File: src/sla_pkg.sv
`default_nettype none
// ----------------------------------------------------------------------------
// sla_pkg
// Shared types and constants of the serial line assembler with echo.
// ----------------------------------------------------------------------------
package sla_pkg;

    localparam int LINE_DEPTH = 32;
    localparam int CNT_W      = $clog2(LINE_DEPTH);

    localparam logic [7:0] CH_BS  = 8'h08;
    localparam logic [7:0] CH_DEL = 8'h7F;
    localparam logic [7:0] CH_CR  = 8'h0D;
    localparam logic [7:0] CH_LF  = 8'h0A;
    localparam logic [7:0] CH_SP  = 8'h20;

    typedef enum logic [1:0] {
        KIND_ECHO,
        KIND_LINE,
        KIND_OVF
    } kind_t;

    typedef enum logic [1:0] {
        OP_OVF,
        OP_BS,
        OP_EOL,
        OP_CHR
    } op_t;

    typedef enum logic [1:0] {
        ST_IDLE,
        ST_ECHO,
        ST_LINE_START,
        ST_LINE_OUT
    } state_t;

endpackage

`default_nettype wire

File: src/serial_line_assembler_with_echo.sv
`default_nettype none
// ----------------------------------------------------------------------------
// serial_line_assembler_with_echo
// Assembles received bytes into a command line with echo, line editing,
// line readout and overflow reporting.
// ----------------------------------------------------------------------------
// channel   direction  payload
// s_        in         tdata[7:0] rx_byte
// m_        out        tdata[7:0] out_byte, tuser[1:0] out_kind, tlast last
// cfg_      in         wr_data echo_enable
//
// a byte is taken when the sequencer is idle
// echo results follow one per cycle unless m_tready holds them; a line end
// first reads the line store, then gives one stored byte per cycle, as allowed
// the output register frees the input side while the last result waits
// m_tready low holds the sequencer; synchronous reset clears count and state
// ----------------------------------------------------------------------------
module serial_line_assembler_with_echo (
    input  wire logic       aclk,
    input  wire logic       aresetn,
    input  wire logic       cfg_wr_en,
    input  wire logic       cfg_wr_data,
    input  wire logic       s_tvalid,
    output logic            s_tready,
    input  wire logic [7:0] s_tdata,   // rx_byte
    output logic            m_tvalid,
    input  wire logic       m_tready,
    output logic      [7:0] m_tdata,   // out_byte
    output logic      [1:0] m_tuser,   // out_kind
    output logic            m_tlast    // last
);

    import sla_pkg::*;

    localparam logic [CNT_W-1:0] FILL_MAX = CNT_W'(LINE_DEPTH - 1);
    localparam logic [CNT_W-1:0] CNT_ONE  = CNT_W'(1);

    state_t           state_reg, state_next;
    op_t              op_reg, op_next;
    logic [7:0]       byte_reg, byte_next;
    logic [1:0]       seq_reg, seq_next;
    logic [CNT_W-1:0] fill_reg, fill_next;
    logic [CNT_W-1:0] len_reg, len_next;
    logic [CNT_W-1:0] idx_reg, idx_next;
    logic             echo_reg;

    logic             m_valid_reg, m_valid_next;
    logic [7:0]       m_byte_reg;
    kind_t            m_kind_reg;
    logic             m_last_reg;

    logic             in_acc, out_free;
    logic             in_ovf, in_bs, in_eol;
    logic             seq_end, line_end, has_line;

    logic             out_load;
    kind_t            out_kind;
    logic [7:0]       out_byte;
    logic             out_last;
    logic             ram_we, ram_re;
    logic [CNT_W-1:0] ram_raddr;
    logic [7:0]       ram_rdata;

    assign s_tready = (state_reg == ST_IDLE);
    assign in_acc   = s_tvalid && s_tready;
    assign out_free = !m_valid_reg || m_tready;

    assign in_ovf = (fill_reg >= FILL_MAX);
    assign in_bs  = (s_tdata == CH_BS) || (s_tdata == CH_DEL);
    assign in_eol = (s_tdata == CH_CR) || (s_tdata == CH_LF);

    assign has_line = (len_reg != '0);
    assign line_end = (idx_reg == len_reg);

    always_comb begin
        case (op_reg)
            OP_BS:   seq_end = (seq_reg == 2'd2);
            OP_EOL:  seq_end = (seq_reg == 2'd1);
            default: seq_end = 1'b1;
        endcase
    end

    // next state
    always_comb begin
        state_next = state_reg;
        case (state_reg)
            ST_IDLE: begin
                if (in_acc) begin
                    if (in_ovf) begin
                        state_next = ST_ECHO;
                    end else if (in_bs) begin
                        if (echo_reg) state_next = ST_ECHO;
                    end else if (in_eol) begin
                        if (echo_reg) state_next = ST_ECHO;
                        else if (fill_reg != '0) state_next = ST_LINE_START;
                    end else begin
                        if (echo_reg) state_next = ST_ECHO;
                    end
                end
            end
            ST_ECHO: begin
                if (out_free && seq_end) begin
                    if (op_reg == OP_EOL && has_line) state_next = ST_LINE_START;
                    else state_next = ST_IDLE;
                end
            end
            ST_LINE_START: begin
                state_next = ST_LINE_OUT;
            end
            ST_LINE_OUT: begin
                if (out_free && line_end) state_next = ST_IDLE;
            end
            default: begin
                state_next = ST_IDLE;
            end
        endcase
    end

    // datapath controls
    always_comb begin
        op_next   = op_reg;
        byte_next = byte_reg;
        seq_next  = seq_reg;
        fill_next = fill_reg;
        len_next  = len_reg;
        idx_next  = idx_reg;
        out_load  = 1'b0;
        out_kind  = KIND_ECHO;
        out_byte  = byte_reg;
        out_last  = 1'b0;
        ram_we    = 1'b0;
        ram_re    = 1'b0;
        ram_raddr = idx_reg;
        case (state_reg)
            ST_IDLE: begin
                if (in_acc) begin
                    byte_next = s_tdata;
                    seq_next  = 2'd0;
                    if (in_ovf) begin
                        op_next   = OP_OVF;
                        fill_next = '0;
                    end else if (in_bs) begin
                        op_next = OP_BS;
                        if (fill_reg != '0) fill_next = fill_reg - CNT_ONE;
                    end else if (in_eol) begin
                        op_next   = OP_EOL;
                        len_next  = fill_reg;
                        fill_next = '0;
                    end else begin
                        op_next   = OP_CHR;
                        ram_we    = 1'b1;
                        fill_next = fill_reg + CNT_ONE;
                    end
                end
            end
            ST_ECHO: begin
                if (out_free) begin
                    out_load = 1'b1;
                    seq_next = seq_reg + 2'd1;
                    case (op_reg)
                        OP_OVF: begin
                            out_kind = KIND_OVF;
                            out_byte = 8'h00;
                        end
                        OP_BS:   out_byte = (seq_reg == 2'd1) ? CH_SP : CH_BS;
                        OP_EOL:  out_byte = (seq_reg == 2'd0) ? CH_CR : CH_LF;
                        default: out_byte = byte_reg;
                    endcase
                    out_last = seq_end && !(op_reg == OP_EOL && has_line);
                end
            end
            ST_LINE_START: begin
                ram_re    = 1'b1;
                ram_raddr = '0;
                idx_next  = CNT_ONE;
            end
            ST_LINE_OUT: begin
                if (out_free) begin
                    out_load = 1'b1;
                    out_kind = KIND_LINE;
                    out_byte = ram_rdata;
                    out_last = line_end;
                    if (!line_end) begin
                        ram_re   = 1'b1;
                        idx_next = idx_reg + CNT_ONE;
                    end
                end
            end
            default: begin
                out_load = 1'b0;
            end
        endcase
    end

    assign m_valid_next = out_load ? 1'b1 : (m_tready ? 1'b0 : m_valid_reg);

    always_ff @(posedge aclk) begin
        if (!aresetn) begin
            state_reg   <= ST_IDLE;
            fill_reg    <= '0;
            echo_reg    <= 1'b1;
            m_valid_reg <= 1'b0;
        end else begin
            state_reg   <= state_next;
            fill_reg    <= fill_next;
            m_valid_reg <= m_valid_next;
            if (cfg_wr_en) echo_reg <= cfg_wr_data;
        end
    end

    always_ff @(posedge aclk) begin
        op_reg   <= op_next;
        byte_reg <= byte_next;
        seq_reg  <= seq_next;
        len_reg  <= len_next;
        idx_reg  <= idx_next;
        if (out_load) begin
            m_kind_reg <= out_kind;
            m_byte_reg <= out_byte;
            m_last_reg <= out_last;
        end
    end

    sla_ram #(
        .WIDTH (8),
        .DEPTH (LINE_DEPTH)
    ) u_line_store (
        .aclk  (aclk),
        .we    (ram_we),
        .waddr (fill_reg),
        .wdata (s_tdata),
        .re    (ram_re),
        .raddr (ram_raddr),
        .rdata (ram_rdata)
    );

    assign m_tvalid = m_valid_reg;
    assign m_tdata  = m_byte_reg;
    assign m_tuser  = m_kind_reg;
    assign m_tlast  = m_last_reg;

    // line store is never written while it is being read out
    a_no_rw_overlap: assert property (@(posedge aclk) disable iff (!aresetn)
        !(ram_we && ram_re))
        else $error("line store written during readout");

    a_fill_bound: assert property (@(posedge aclk) disable iff (!aresetn)
        fill_reg <= FILL_MAX)
        else $error("fill count beyond line depth");

    a_idx_bound: assert property (@(posedge aclk) disable iff (!aresetn)
        (state_reg == ST_LINE_OUT) |-> (idx_reg <= len_reg && idx_reg != '0))
        else $error("readout index out of range");

    a_readout_nonempty: assert property (@(posedge aclk) disable iff (!aresetn)
        (state_reg == ST_LINE_START) |-> has_line && fill_reg == '0)
        else $error("readout started on empty line");

    a_load_free: assert property (@(posedge aclk) disable iff (!aresetn)
        (m_valid_reg && !m_tready) |=> !$past(out_load))
        else $error("output overwritten while stalled");

endmodule

`default_nettype wire

File: src/sla_ram.sv
`default_nettype none
// ----------------------------------------------------------------------------
// sla_ram
// Generic single write port, single read port RAM with registered read data.
// ----------------------------------------------------------------------------
module sla_ram #(
    parameter int WIDTH = 8,
    parameter int DEPTH = 32
) (
    input  wire logic                     aclk,
    input  wire logic                     we,
    input  wire logic [$clog2(DEPTH)-1:0] waddr,
    input  wire logic [WIDTH-1:0]         wdata,
    input  wire logic                     re,
    input  wire logic [$clog2(DEPTH)-1:0] raddr,
    output logic      [WIDTH-1:0]         rdata
);

    logic [WIDTH-1:0] mem [DEPTH];

    always_ff @(posedge aclk) begin
        if (we) begin
            mem[waddr] <= wdata;
        end
        if (re) begin
            rdata <= mem[raddr];
        end
    end

endmodule

`default_nettype wire

File: config.mk
export PLATFORM = sky130hd
export DESIGN_NAME = serial_line_assembler_with_echo
export DESIGN_NICKNAME = d
export VERILOG_FILES = /design/src/sla_pkg.sv /design/src/serial_line_assembler_with_echo.sv /design/src/sla_ram.sv
export SDC_FILE = /design/constraint.sdc
export NUM_CORES = 1
export LEC_CHECK = 0
export BUFFER_PORTS_ARGS = -buffer_cell sky130_fd_sc_hd__buf_2
export CAP_MARGIN = 20
export CORE_MARGIN = 2
export CORE_UTILIZATION = 60
export DETAILED_ROUTE_END_ITERATION = 10
export MAX_ROUTING_LAYER = met4
export PLACE_DENSITY = 0.83
export SETUP_SLACK_MARGIN = 0.5
export SLEW_MARGIN = 20
export SYNTH_ARGS = -nofsm -noshare
export SYNTH_HDL_FRONTEND = slang
export SYNTH_SLANG_ARGS = --single-unit
File: constraint.sdc
create_clock -name aclk -period 8.56 [get_ports aclk]
set_input_delay 0.856 -clock aclk [delete_from_list [all_inputs] [get_ports aclk]]
set_output_delay 0.856 -clock aclk [all_outputs]
set_load 0.01 [all_outputs]
==> metrics.yaml, run 1 <==
grt:
  grt_pass1_wl_mm: 46.13
  grt_max_degree: 113
  grt_pass1_vias: 7857
  track_usage_pct: 26.65
  antenna_found_initial: 1
  overflow: 0
clock_network:
  htreeDepth: 1
  clk_pin_slew_ns: 0.06
  clock_path_buffers: 3
  cts_buffers: 29
  cts_tree: "yes"
  cts_root_buf: "clkbuf_16"
  cts_sinks: 306
  cts_setup_buffers: 0
  clk_latency_ns: 0.54
  cts_resized: 0
  cts_hold_buf: 0
synth:
  synth_edf_count: 297
  ys_warn_count: 0
  synthCells: 929
  synth.area.top_cells: "edfxtp_1 68%, mux2i_1 3.1%, a211oi_1 2.5%"
  synth.avg_cell_area_sq_um: 14.12
  yosys_most_used_dff: "edfxtp_1"
  netlist_area_sq_mm: 0.01312
  yosysSeqAreaShare_pct: 69.36
  synth_top_area_share_pct: 67.98
  synth-async-reset-ratio_pct: 0
  synth.ff_latch_count: 306
  synth.distinct_cells: 55
  synth_area_leader_cell: "edfxtp_1"
  synth.net_count: 956
setup_path:
  critPathMostFrequentCell: "ha_1"
  path_max_fanout: 8
  slowest_stage: "nor2_1"
  crit_type: "register to register"
  cp_slowest_stage_delay_ns: 0.72
  worstSetupStartpointType: "register"
  critical_path_buf_inv_count: 0
  path_cells: "ha_1, and3_1, ha_1, o21bai_1, nor4_1, nand2_1, nor2_1"
  crit_arrival_ns: 3.77
  cp_top_family: "simple AND/OR/NAND/NOR gates"
  end_kind: "register"
  cp.required_ns: 8.73
timing:
  timing.hold.ws_ns: 0.5246
  min_period_ns: 3.598
  drv_slew: 0
  fmax_mhz: 277.9
  setup_slack_ns: 4.962
  worst_pin_slew_ns: 1.050
  grt_setup_unrepaired: "no"
  maxSlewHeadroom_pct: 30.02
  fin_skew_ns: 0.009202
  setup_viol: 0
  hold_violations: 0
  tns_ns: 0
  layout_worst_path_cycle_share_pct: 42.03
routing:
  drtPass1Iterations: 6
  postRouteAntennaNets: 0
  dr.first_iter.drc_count: 1073
  wl_per_cell_um: 24.19
  routed_via_density: 6.695
  vias: 8289
  wirelength_mm: 29.95
  drc: 0
die:
  rows: 54
  core-area_sq_mm: 0.02162
  die_h_um: 151.9
  die_x_um: 151.9
  die_area_sq_mm: 0.02306
  pin_count: 27
  start_util_pct: 60.68
placed_design:
  dp_hpwl_mm: 18.18
  gp_congestion: 0.9382
  dp_cells: 1186
  pre_cts_slack_ns: 4.709
  port_buffers: 26
final_layout:
  fillers: 1462
  regMostFlops: "u_line_store.mem"
  drive_gt1_share_pct: 10.24
  num-nets-final: 964
  multi_input_area_sq_mm: 0.003710
  areaGrowthSynthToFinish_pct: 9.671
  seq_area_sq_mm: 0.009099
  post-route-util_pct: 66.55
  instances_no_fill: 1238
  largest_reg_flops: 256
power:
  pwr-share-seq_pct: 55.6
  combPwrFrac_pct: 3.5
  pwr-share-clk_pct: 41.0
  p_int_mw: 2.418
  p_sw_uw: 603.6
  p_leak_nw: 4.954
  powerDensity_mw_per_mm2: 210.0
  swShare_pct: 19.98
  ir_worst_vdd_uv: 187.8
flow_run:
  cap_violations: 0
hold_path:
  hold_path_class: "register to register"
outcome:
  status: "finished, final reports clean"
## through the flow
step | power, mW | instance area [sq um]
after CTS | 3.027 | 14390
after global placement | 1.809 | 13470
final | 3.022 | 14390
after floorplan | 1.757 | 13120
after global routing | 3.103 | 14390
after detailed placement | 1.814 | 13470
## placed cells by master, fill, tap and decap left out, types with 3 or more instances in the layout
master / netlist / layout
edfxtp_1: 297 / 297
nand3_1: 53 / 53
nor2_1: 52 / 51
and3_1: 50 / 50
nand2_1: 46 / 46
a211oi_1: 44 / 44
mux2i_1: 41 / 41
a21boi_0: 35 / 35
o21ai_0: 34 / 34
clkbuf_16: 0 / 30
buf_2: 7 / 26
a21oi_1: 23 / 23
inv_1: 21 / 21
o311ai_0: 16 / 16
ha_1: 13 / 13
buf_4: 0 / 13
nor2b_1: 10 / 10
o31ai_1: 10 / 10
o22ai_1: 9 / 9
o2111ai_1: 9 / 9
dfxtp_1: 9 / 9
nor3_1: 8 / 8
mux4_2: 8 / 8
o32a_1: 8 / 8
and4b_1: 8 / 8
clkbuf_1: 51 / 8
xor2_1: 6 / 6
clkinv_2: 0 / 6
or3_1: 5 / 5
nand2b_1: 5 / 4
nand3b_1: 4 / 4
and2_1: 4 / 4
xnor2_1: 3 / 3
a31oi_1: 3 / 3
a22o_1: 3 / 3
nand4_1: 3 / 3
nor4_1: 3 / 3
or3b_2: 3 / 3
clkbuf_8: 0 / 3
## final cells by class
class | count | area share (%)
clock buffer | 41 | 5.714
tap | 280 | 2.435
timing repair buffer | 39 | 1.583
inverter | 21 | 0.5479
multi-input combinational | 540 | 25.78
clock inverter | 10 | 0.6783
antenna | 1 | 0.01739
sequential | 306 | 63.24
## worst min-delay path, stage by stage, from the launching register on
cell	delay, ns
dfxtp_1	0.36
mux2i_1	0.08
nand2_1	0.06
## cell usage after synthesis (9+ instances only)
cell type and n:
clkbuf_1 51, o22ai_1 9, mux2i_1 41, nand3_1 53
nand2_1 46, a211oi_1 44, inv_1 21, nor2_1 52
and3_1 50, ha_1 13, a21oi_1 23, a21boi_0 35
o21ai_0 34, nor2b_1 10, dfxtp_1 9, edfxtp_1 297
o311ai_0 16, o31ai_1 10, o2111ai_1 9
## logic make-up after synthesis
logic type               Yosys count  synth area share [%]
flip-flops                       306                 69.36
XOR/XNOR                           9                0.6009
buffers and inverters             83                 2.442
AND/OR/NAND/NOR                  263                 10.62
multiplexers                      49                 4.502
AO/OA/AOI/OAI                    206                 11.24
adder cells (fa/ha/maj)           13                 1.240
## worst paths after layout
check / slack [ns] / depth (start not counted) / from / end
worst max-delay path: 4.96 / 7 / fill_reg[0] / u_line_store.mem[24][4]
worst min-delay path: 0.52 / 2 / echo_reg / echo_reg
worst max register to register: 4.96 / 7 / fill_reg[0] / u_line_store.mem[24][4]
worst min register to register: 0.52 / 2 / echo_reg / echo_reg
## power groups by stage
stage                     Combinational (mW)  Clock, mW  Sequential (mW)
final                                  0.105       1.24             1.68
after global routing                   0.113       1.31             1.68
after CTS                              0.103       1.24             1.68
after detailed placement               0.103          0             1.71
after global placement                0.0991          0             1.71
after floorplan                       0.0494          0             1.71
## per-layer routing
layer / routed length, um / track usage [%] / share of wire, % / up-vias
li1: - / - / - / 3658
met1: 11450 / 35.79 / 38 / 4018
met2: 14290 / 41.63 / 48 / 538
met3: 3347 / 6.189 / 11 / 75
met4: 858 / 7.299 / 2.9 / 0
met5: 0 / - / 0 / -
Note: power is estimated with default switching activity, not from simulation.
==> run 2: changes to the inputs <==
--- a/config.mk
+++ b/config.mk
@@ -5,6 +5,7 @@
 export SDC_FILE = /design/constraint.sdc
 export NUM_CORES = 1
 export LEC_CHECK = 0
+export ABC_AREA = 1
 export BUFFER_PORTS_ARGS = -buffer_cell sky130_fd_sc_hd__buf_2
 export CAP_MARGIN = 20
 export CORE_MARGIN = 2
==> constraint.sdc (replaced) <==
create_clock -name aclk -period 3.7 [get_ports aclk]
set_input_delay 0.37 -clock aclk [delete_from_list [all_inputs] [get_ports aclk]]
set_output_delay 0.37 -clock aclk [all_outputs]
set_load 0.01 [all_outputs]
==> metrics.yaml, run 2 <==
clock_network:
  cts_buffers: 29
  clk_latency_ns: 0.55
  cts_sinks: 306
  cts_resized: 0
  cts_tree: "yes"
  clk_pin_slew_ns: 0.06
  htreeDepth: 1
  clock_path_buffers: 3
  cts_setup_buffers: 0
  cts_hold_buf: 0
  cts_root_buf: "clkbuf_16"
timing:
  drv_slew: 0
  fin_skew_ns: 0.009977
  setup_slack_ns: 1.017
  hold_violations: 0
  tns_ns: 0
  worst_pin_slew_ns: 1.073
  setup_viol: 0
  maxSlewHeadroom_pct: 28.39
  layout_worst_path_cycle_share_pct: 72.50
  min_period_ns: 2.683
  grt_setup_unrepaired: "no"
  timing.hold.ws_ns: 0.03037
  fmax_mhz: 372.8
final_layout:
  stdcell_area_sq_mm: 0.01538
  fillers: 1555
  post-route-util_pct: 67.74
  areaGrowthSynthToFinish_pct: 10.47
  regMostFlops: "u_line_store.mem"
  final_common_cell: "edfxtp_1"
  diodes: 0
  seq_area_sq_mm: 0.009099
  layout_common_cells: "297 x edfxtp_1, 256 x nand2_1, 215 x nand3_1, 201 x nor2_1, 171 x inv_1"
  num-nets-final: 1427
  multi_input_area_sq_mm: 0.003841
  largest_reg_flops: 256
  drive_gt1_share_pct: 9.430
  instances_no_fill: 1706
synth:
  synthAdderAreaFrac_pct: 1.168
  synthMuxAreaShare_pct: 0
  ys_warn_count: 0
  synth_top_family_by_area: "simple AND/OR/NAND/NOR gates"
  synthCells: 1351
  synth_area_leader_cell: "edfxtp_1"
  synth_edf_count: 297
  synth_simple_gate_area_share_pct: 24.50
  netlist_area_sq_mm: 0.01392
  synth.most_common_cell: "edfxtp_1"
  synth.area.top_cells: "edfxtp_1 64%, nand3_1 7.7%, nand2_1 6.9%"
  yosysSeqAreaShare_pct: 65.34
  synth_compound_area_share_pct: 1.483
  yosys_most_used_dff: "edfxtp_1"
  synth.distinct_cells: 29
  synth.avg_cell_area_sq_um: 10.31
  synth-async-reset-ratio_pct: 0
  synth.ff_latch_count: 306
  synthXorXnorAreaFrac_pct: 0.3774
  synth.net_count: 1378
  synth_common_cells: "297 x edfxtp_1, 257 x nand2_1, 215 x nand3_1, 201 x nor2_1, 171 x inv_1"
  synth_top_area_share_pct: 64.05
setup_path:
  end_kind: "register"
  crit_type: "register to register"
  cp-endpoint: "u_line_store.mem[24][4]"
  rr_endpoint: "u_line_store.mem[24][4]"
  reg2reg_from: "fill_reg[0]"
  cp.required_ns: 3.87
  path_max_fanout: 8
  crit_arrival_ns: 2.86
  worstSetupStartpointType: "register"
  crit_start: "fill_reg[0]"
  r2r_cells: 8
  ff2ff_setup_slack_ns: 1.02
power:
  ir_worst_vdd_uv: 502.0
  powerDensity_mw_per_mm2: 551.1
  finalPower_mw: 8.478
  p_leak_nw: 6.317
placed_design:
  pre_cts_slack_ns: 0.9627
  placed_area_sq_mm: 0.01448
  port_buffers: 26
  dp_hpwl_mm: 21.51
  dp_cells: 1654
  gp_congestion: 0.9715
grt:
  antenna_found_initial: 0
  track_usage_pct: 28.54
  grt_max_degree: 90
  grt_pass1_vias: 9698
  overflow: 0
  grt_pass1_wl_mm: 51.35
die:
  rows: 55
  die_area_sq_mm: 0.02444
  die_h_um: 156.3
  core-area_sq_mm: 0.02271
  start_util_pct: 61.32
  pin_count: 27
  die_x_um: 156.3
routing:
  vias: 9930
  wirelength_mm: 33.43
  postRouteAntennaNets: 0
  drtPass1Iterations: 6
  dr.first_iter.drc_count: 1302
  wl_per_cell_um: 19.59
  routed_via_density: 5.821
  drc: 0
hold_path:
  hold_path_class: "input port to register"
flow_run:
  cap_violations: 0
outcome:
  status: "finished, final reports clean"
## run 2: worst min-delay path by stage
stage,startpoint,endpoint,slack [ns],cells past startpoint
floorplan,fill_reg[2],len_reg[2],0.43,0
global placement,echo_reg,echo_reg,0.47,2
detailed placement,echo_reg,echo_reg,0.47,2
CTS,cfg_wr_en,echo_reg,0.02,2
global route,cfg_wr_en,echo_reg,0.04,2
finish,cfg_wr_en,echo_reg,0.03,2
## run 2: critical path, cell delays in order, from the launching register on
cell and delay, ns:
dfxtp_1 0.39, ha_1 0.28, nand2_1 0.08, nor2_1 0.05
ha_1 0.19, o21bai_2 0.26, nor2_4 0.22, nand4_2 0.25
nor2_1 0.59
## run 2: logic make-up after synthesis
family          Yosys count
compound gates           38
xor+xnor                  6
fa+ha+maj                13
buf+inv                 234
flops                   306
simple gates            754
## run 2: cell type report
type                    instances  area share, %
flip-flops and latches        306          59.15
clock inverters                17         0.8541
multi-input cells             811          24.97
well taps                     285          2.318
clock buffers                  35          4.994
inverters                     174          4.246
repair buffers                 78          3.465
## run 2: report_power, final
group | internal [mW] | switching (mW)
logic | 0.456 | 1.18
clock network | 1.60 | 1.21
registers | 3.96 | 0.0676
## run 2: routing by layer
metal	track usage [%]	vias up	wire length (um)
met5	-	-	0
met4	12.54	0	1393
met3	4.846	100	3023
met2	48.00	582	16710
met1	34.17	4648	12300
li1	-	4600	-
==> run 3: changes to the inputs <==
--- a/config.mk
+++ b/config.mk
@@ -5,7 +5,7 @@
 export SDC_FILE = /design/constraint.sdc
 export NUM_CORES = 1
 export LEC_CHECK = 0
-export ABC_AREA = 1
+export ABC_AREA = 0
 export BUFFER_PORTS_ARGS = -buffer_cell sky130_fd_sc_hd__buf_2
 export CAP_MARGIN = 20
 export CORE_MARGIN = 2
==> constraint.sdc (replaced) <==
create_clock -name aclk -period 2.77 [get_ports aclk]
set_input_delay 0.277 -clock aclk [delete_from_list [all_inputs] [get_ports aclk]]
set_output_delay 0.277 -clock aclk [all_outputs]
set_load 0.01 [all_outputs]
==> metrics.yaml, run 3 (synthesis results as in run 1) <==
clock_network:
  clk_pin_slew_ns: 0.06
  htreeDepth: 1
  cts_buffers: 30
  cts_tree: "yes"
  cts_root_buf: "clkbuf_16"
  clock_path_buffers: 3
  cts_sinks: 306
  clk_latency_ns: 0.56
timing:
  maxSlewHeadroom_pct: 50.62
  timing.hold.ws_ns: 0.01975
  grt_setup_unrepaired: "yes"
  setup_slack_ns: 0.4998
  fin_skew_ns: 0.01001
  tns_ns: 0
  worst_pin_slew_ns: 0.7385
  drv_slew: 0
  setup_viol: 0
  min_period_ns: 2.270
  fmax_mhz: 440.5
  layout_worst_path_cycle_share_pct: 81.96
  hold_violations: 0
grt:
  grt_pass1_vias: 8342
  grt_pass1_wl_mm: 50.09
  antenna_found_initial: 0
  track_usage_pct: 29.21
  grt_max_degree: 62
  overflow: 0
hold_path:
  hold_depth: 1
  hold_path_class: "input port to register"
setup_path:
  ff2ff_setup_slack_ns: 0.50
  path_max_fanout: 43
  end_kind: "register"
  cp_slowest_stage_delay_ns: 0.41
  r2r_cells: 6
  crit_start: "state_reg[0]"
  slowest_stage: "o311ai_0"
  cp.required_ns: 3.08
  reg2reg_from: "state_reg[0]"
  crit_arrival_ns: 2.58
  path_cells: "nand2b_4, bufbuf_16, and3_1, o311ai_0, o311ai_1, and4b_1"
  cp-endpoint: "u_line_store.rdata[1]"
  worstSetupStartpointType: "register"
  crit_type: "register to register"
  rr_endpoint: "u_line_store.rdata[1]"
final_layout:
  layout_common_cells: "297 x edfxtp_1, 53 x nand3_1, 49 x and3_1, 43 x a211oi_1, 43 x buf_4"
  instances_no_fill: 1286
  areaGrowthSynthToFinish_pct: 17.21
  largest_reg_flops: 256
  regMostFlops: "u_line_store.mem"
  diodes: 0
  multi_input_area_sq_mm: 0.004138
  seq_area_sq_mm: 0.009106
  drive_gt1_share_pct: 20.97
  final_common_cell: "edfxtp_1"
  fillers: 1323
  num-nets-final: 1010
  post-route-util_pct: 71.12
die:
  die_h_um: 151.9
  rows: 54
  die_x_um: 151.9
  die_area_sq_mm: 0.02306
  pin_count: 27
  start_util_pct: 60.68
  core-area_sq_mm: 0.02162
outcome:
  status: "finished, final reports clean"
placed_design:
  port_buffers: 26
  gp_congestion: 0.9964
  pre_cts_slack_ns: 0.09367
  dp_cells: 1219
  dp_hpwl_mm: 20.24
routing:
  wl_per_cell_um: 26.06
  postRouteAntennaNets: 0
  dr.first_iter.drc_count: 1267
  vias: 8716
  drc: 0
  drtPass1Iterations: 8
  routed_via_density: 6.778
  wirelength_mm: 33.51
flow_run:
  cap_violations: 0
power:
  p_leak_nw: 5.303
  ir_worst_vdd_uv: 580.4
  powerDensity_mw_per_mm2: 626.3
[run 3: cell types whose count changed in the layout (fill, tap and decap cells not counted), moves of 32 or more]
cell,previous run,this run
a211oi_1,0,43
a21boi_0,0,32
and3_1,0,49
inv_1,171,20
mux2i_1,0,40
nand2_1,256,41
nand3_1,215,53
nand3b_1,65,4
nor2_1,201,17
[run 3: worst min path at each step]
stage | from | to | slack (ns)
2_1_floorplan | aresetn | echo_reg | 0.34
3_3_place_gp | cfg_wr_data | echo_reg | 0.51
3_5_place_dp | echo_reg | echo_reg | 0.50
4_1_cts | s_tdata[0] | u_line_store.mem[26][0] | 0.02
5_1_grt | s_tdata[0] | u_line_store.mem[26][0] | 0.02
6_report | s_tdata[0] | u_line_store.mem[26][0] | 0.02
[run 3: stage by stage]
| stage | instance area (sq um) | total power [mW] |
|---|---|---|
| floorplan | 13400 | 5.458 |
| global placement | 14060 | 5.660 |
| detailed placement | 14060 | 5.673 |
| CTS | 15170 | 9.606 |
| global route | 15380 | 9.877 |
| finish | 15380 | 9.630 |
[run 3: timing repair]
action                                 in CTS  in global routing
hold buffers                                2                  0
pin swaps                                   5                  7
setup endpoints to repair                 272                271
endpoints found under the hold margin       1                  0
gates resized for setup                    20                 33
setup buffers                               2                  6
gates cloned                                1                  1
[run 3: layout make-up]
cell class | instances | area share, %
clock inverters | 22 | 1.391
flip-flops and latches | 306 | 59.22
inverters | 21 | 0.5127
well taps | 280 | 2.278
multi-input cells | 540 | 26.91
clock buffers | 33 | 4.956
repair buffers | 84 | 4.728
[run 3: power breakdown]
part           switching, mW  internal (mW)
registers             0.0300           5.15
clock network           1.72           2.28
logic                  0.310          0.141
total                   2.06           7.57
[run 3: per-layer routing]
metal / vias up / track usage, % / wire [um]
li1: 3762 / - / -
met1: 4211 / 38.81 / 12430
met2: 631 / 46.83 / 16070
met5: - / - / 0
met3: 112 / 5.020 / 3663
met4: 0 / 9.079 / 1340
[run 3: worst max-delay path, delay by kind of cell, from the launching register on]
kind | cells | cell delay [ns]
and+or+nand+nor | 3 | 0.66
AOI/OAI and AO/OA | 2 | 0.64
DFF | 1 | 0.36
buffers and inverters | 1 | 0.35
